<file path="src/hw/rtl/lfu_pkg.sv">
// Shared constants and controller/datapath handshake types for the LFU page replacement block.
package lfu_pkg;

	localparam int FRAMES_DEF     = 8;
	localparam int PAGE_BITS_DEF  = 10;
	localparam int COUNT_BITS_DEF = 16;

	localparam int LIMIT_W = 4;
	localparam int TALLY_W = 32;

	localparam logic [LIMIT_W-1:0] LIMIT_RESET = 4'd8;

	typedef struct packed {
		logic clear_step;
		logic load;
		logic look;
		logic scan_step;
		logic commit;
	} cmd_t;

	typedef struct packed {
		logic clear_last;
		logic full;
		logic scan_last;
	} stat_t;

endpackage

</file>
<file path="src/hw/rtl/lfu_ctrl.sv">
// Sequencer of the LFU page replacement block: clearing pass, lookup, scan and commit.
module lfu_ctrl (
	input  logic           clk,
	input  logic           arst_n,
	input  logic           req_valid,
	output logic           req_ready,
	output logic           rsp_valid,
	input  logic           rsp_ready,
	input  lfu_pkg::stat_t stat,
	output lfu_pkg::cmd_t  cmd
);

	typedef enum logic [2:0] {
		ST_CLEAR,
		ST_IDLE,
		ST_LOOK,
		ST_SCAN,
		ST_UPDATE
	} state_t;

	state_t state_q;
	logic   rsp_valid_q;
	logic   out_free;

	assign out_free  = !rsp_valid_q || rsp_ready;
	assign req_ready = (state_q == ST_IDLE);
	assign rsp_valid = rsp_valid_q;

	assign cmd.clear_step = (state_q == ST_CLEAR);
	assign cmd.load       = (state_q == ST_IDLE) && req_valid;
	assign cmd.look       = (state_q == ST_LOOK);
	assign cmd.scan_step  = (state_q == ST_SCAN);
	assign cmd.commit     = (state_q == ST_UPDATE) && out_free;

	always_ff @(posedge clk or negedge arst_n) begin
		if (!arst_n) begin
			state_q     <= ST_CLEAR;
			rsp_valid_q <= 1'b0;
		end else begin
			if (cmd.commit) begin
				rsp_valid_q <= 1'b1;
			end else if (rsp_ready) begin
				rsp_valid_q <= 1'b0;
			end

			case (state_q)
				ST_CLEAR: begin
					if (stat.clear_last) begin
						state_q <= ST_IDLE;
					end
				end
				ST_IDLE: begin
					if (req_valid) begin
						state_q <= ST_LOOK;
					end
				end
				ST_LOOK: begin
					state_q <= stat.full ? ST_SCAN : ST_UPDATE;
				end
				ST_SCAN: begin
					if (stat.scan_last) begin
						state_q <= ST_UPDATE;
					end
				end
				ST_UPDATE: begin
					if (out_free) begin
						state_q <= ST_IDLE;
					end
				end
				default: begin
					state_q <= ST_IDLE;
				end
			endcase
		end
	end

endmodule
</file>
<file path="config.mk">
export PLATFORM = sky130hd
export DESIGN_NAME = lfu_ctrl
export DESIGN_NICKNAME = d
export VERILOG_FILES = /design/src/hw/rtl/lfu_pkg.sv /design/src/hw/rtl/lfu_ctrl.sv
export SDC_FILE = /design/constraint.sdc
export NUM_CORES = 1
export LEC_CHECK = 0
export BUFFER_PORTS_ARGS = -buffer_cell sky130_fd_sc_hd__buf_2
export CAP_MARGIN = 10
export CORE_AREA = 4 4 41 43
export CTS_BUF_LIST = sky130_fd_sc_hd__clkbuf_16
export CTS_CLUSTER_DIAMETER = 30
export DETAILED_ROUTE_END_ITERATION = 12
export DIE_AREA = 0 0 45 47
export PLACE_DENSITY_LB_ADDON = 0.2
export SKIP_LAST_GASP = 1
export SLEW_MARGIN = 20
export SYNTH_ARGS = -nofsm -noshare
export SYNTH_HDL_FRONTEND = slang
export SYNTH_SLANG_ARGS = --single-unit
</file>
<file path="constraint.sdc">
create_clock -name clk -period 1.5 [get_ports clk]
set_input_delay 0.15 -clock clk [delete_from_list [all_inputs] [get_ports clk]]
set_output_delay 0.15 -clock clk [all_outputs]
set_load 0.05 [all_outputs]
</file>
==> results.tsv <==
metric	value	unit
outcome	finished with violations	
failing checks	setup timing	
startpoint type of the worst setup path	flop	
I/O Buffers	13	
Avg Inst Size Synth	9.050	sq um
Overall Global Routing Usage	7.137	%
# diodes	0	
combinational share of power	54.9	%
most frequent cells in the layout	buf_2, buf_4, dfrtp_1, nor3_1, clkbuf_16	
cell area after synthesis	271.5	sq um
skew final	0.003948	ns
worst slew pin tran	0.3717	ns
Lkg Pwr	0.0002303	uW
global-route wire length before repair	979	microns
dpl hpwl	499.1	microns
nets	56	
crit path kind	flop to primary output	
placed cell count	58	
Fmax	655.4	MHz
1st-iter DRT viols	4	
total wire length	676	microns
Yosys cell types	22	
TNS Setup	-0.02570	ns
Worst-Skew Late Latency	0.23	ns
delay of the slowest critical-path stage	0.39	ns
TritonCTS Buffers	3	
delay-heaviest family, CP	simple AND/OR/NAND/NOR gates	
Sw Ratio	44.06	%
Cell Pwr Density	2835	mW/mm^2
CTS tree	yes	
initial antenna violation count	0	
worst setup margin	-0.02570	ns
RSZ-0062 raised after global routing	yes	
grt ovf	0	
Worst IR Drop VDD	0.9366	mV
H-tree depth	1	
Synth Register Bits	4	
# DRC	0	
die height	47	microns
Max Slew Vio Count	0	
share of layout cells above drive strength 1	51.06	%
routed vias	269	
worst path cell trace	or3b_4, and2b_2, buf_8	
Psw	586.2	uW
Yosys warnings	0	
hold slack	0.2247	ns
DR pass1 iterations	3	
Die ar.	0.002115	sq mm
min Tclk post-route	1.526	ns
CTS max path bufs	2	
period utilization	101.7	%
Flop pwr share	13.5	%
Die X	45	microns
CTS Sinks	4	
Starting Density	20.87	%
Root Buffer Master	clkbuf_16	
core area	0.001301	sq mm
total design power	1330	uW
Slowest-stage cell, CP	dfrtp_1	
final hold viol count	0	
Hold WC Path Type	input port to flop	
post-synth net total	37	
Clk pwr share	31.6	%
Worst-path clk slew	0.03	ns
endpoints failing setup	1	
Int Power	744.2	uW
sequential cell area fraction in the yosys report	36.87	%
CP bufs+invs	1	
routed wire length per instance	10.90	microns
Ports	14	
number of vias per cell	4.339	
Layout area overhead	72.81	%
ANT nets after route	0	
maxcap violations	0	
GPL Wtd Cong	0.7084	
largest net degree at the start of global routing	11	
Synth Instances	30	
commonest non-fill, non-tap cell in the layout	buf_2	
Cell Count, Final, Fillers Out	62	
Worst Path Required	1.35	ns
vias in the first global route	231	
FP Rows	13	
worst-path fanout max	3	
WP data arrival	1.38	ns
endpoint type of the worst setup path	primary output	
Slew Limit Headroom	74.58	%
cell usage after synthesis:
cell,number,share of area (%)
nand2_1,1,1.4
buf_6,1,4.1
a21oi_1,1,1.8
buf_4,2,5.5
and2_1,1,2.3
or2_1,1,2.3
inv_1,1,1.4
a2111oi_0,1,3.2
nand3_1,1,1.8
and2b_2,1,3.2
o21ai_0,1,1.8
nor2_1,2,2.8
mux2i_1,1,3.7
a2111oi_1,1,3.7
and2b_1,1,2.8
nor4_1,1,2.3
nor3_1,3,5.5
nor2b_1,1,2.3
nor3b_1,2,5.5
dfrtp_1,4,37
or3b_1,1,3.2
nand2b_1,1,2.3
final timing paths:
kind | startpoint | to | slack [ns] | cells past startpoint
min in group asynchronous | arst_n | state_q[0] | 0.26 | 2
max in group asynchronous | arst_n | state_q[1] | 1.11 | 2
worst max-delay path | state_q[0] | cmd[0] | -0.03 | 3
worst max register to register | state_q[1] | state_q[0] | 0.17 | 4
worst min-delay path | rsp_ready | rsp_valid | 0.22 | 3
worst min register to register | rsp_valid | rsp_valid | 0.51 | 2
registers in the layout, indices dropped and copies added, names as in the netlist:
signal     count
rsp_valid      1
state_q        3
what timing repair did:
action,4_1_cts,5_1_grt
resized for setup,5,0
setup buffers,0,0
hold buffers,1,0
hold endpoints to repair,4,0
cloned,0,0
endpoints found under the setup margin,2,1
final cells by class:
class,instances,area [sq um]
multi-input combinational,22,161.4
sequential,4,100.1
timing repair buffer,17,110.1
tap,15,18.77
fill,138,832.0
inverter,1,3.754
clock buffer,3,75.07
metal layers:
| metal | wire [microns] | GRT usage [%] | vias up |
|---|---|---|---|
| met5 | 0 | 0 | - |
| met3 | 39 | 2.682 | 2 |
| li1 | - | - | 139 |
| met2 | 286 | 8.757 | 8 |
| met4 | 27 | 8.772 | 0 |
| met1 | 322 | 8.506 | 120 |
worst register-to-register path, stage by stage (launching register included):
cell,delay [ns]
dfrtp_1,0.37
buf_4,0.17
mux2i_1,0.14
a2111oi_1,0.41
nor3_1,0.12
power groups by stage:
stage	Clock, uW	Combinational (uW)	Sequential, uW
floorplan	0	556	207
global placement	0	709	180
detailed placement	0	707	178
CTS	427	734	180
global route	437	768	186
finish	421	730	180
through the flow:
| step | utilization, % | instance area (sq um) | worst slack [ns] |
|---|---|---|---|
| floorplan | - | 289.0 | -0.2503 |
| global placement | 28.37 | 369.1 | 0.1279 |
| detailed placement | 28.37 | 369.1 | 0.1281 |
| CTS | 36.06 | 469.2 | -0.03003 |
| global route | 36.06 | 469.2 | -0.05435 |
| finish | 36.06 | 469.2 | -0.02570 |
cell families after synthesis:
family | share of synthesized area, %
AND/OR/NAND/NOR | 37.79
AO/OA/AOI/OAI | 10.60
flip-flops | 36.87
buffers and inverters | 11.06
multiplexers | 3.687
Power figures use the tool's default switching activity.
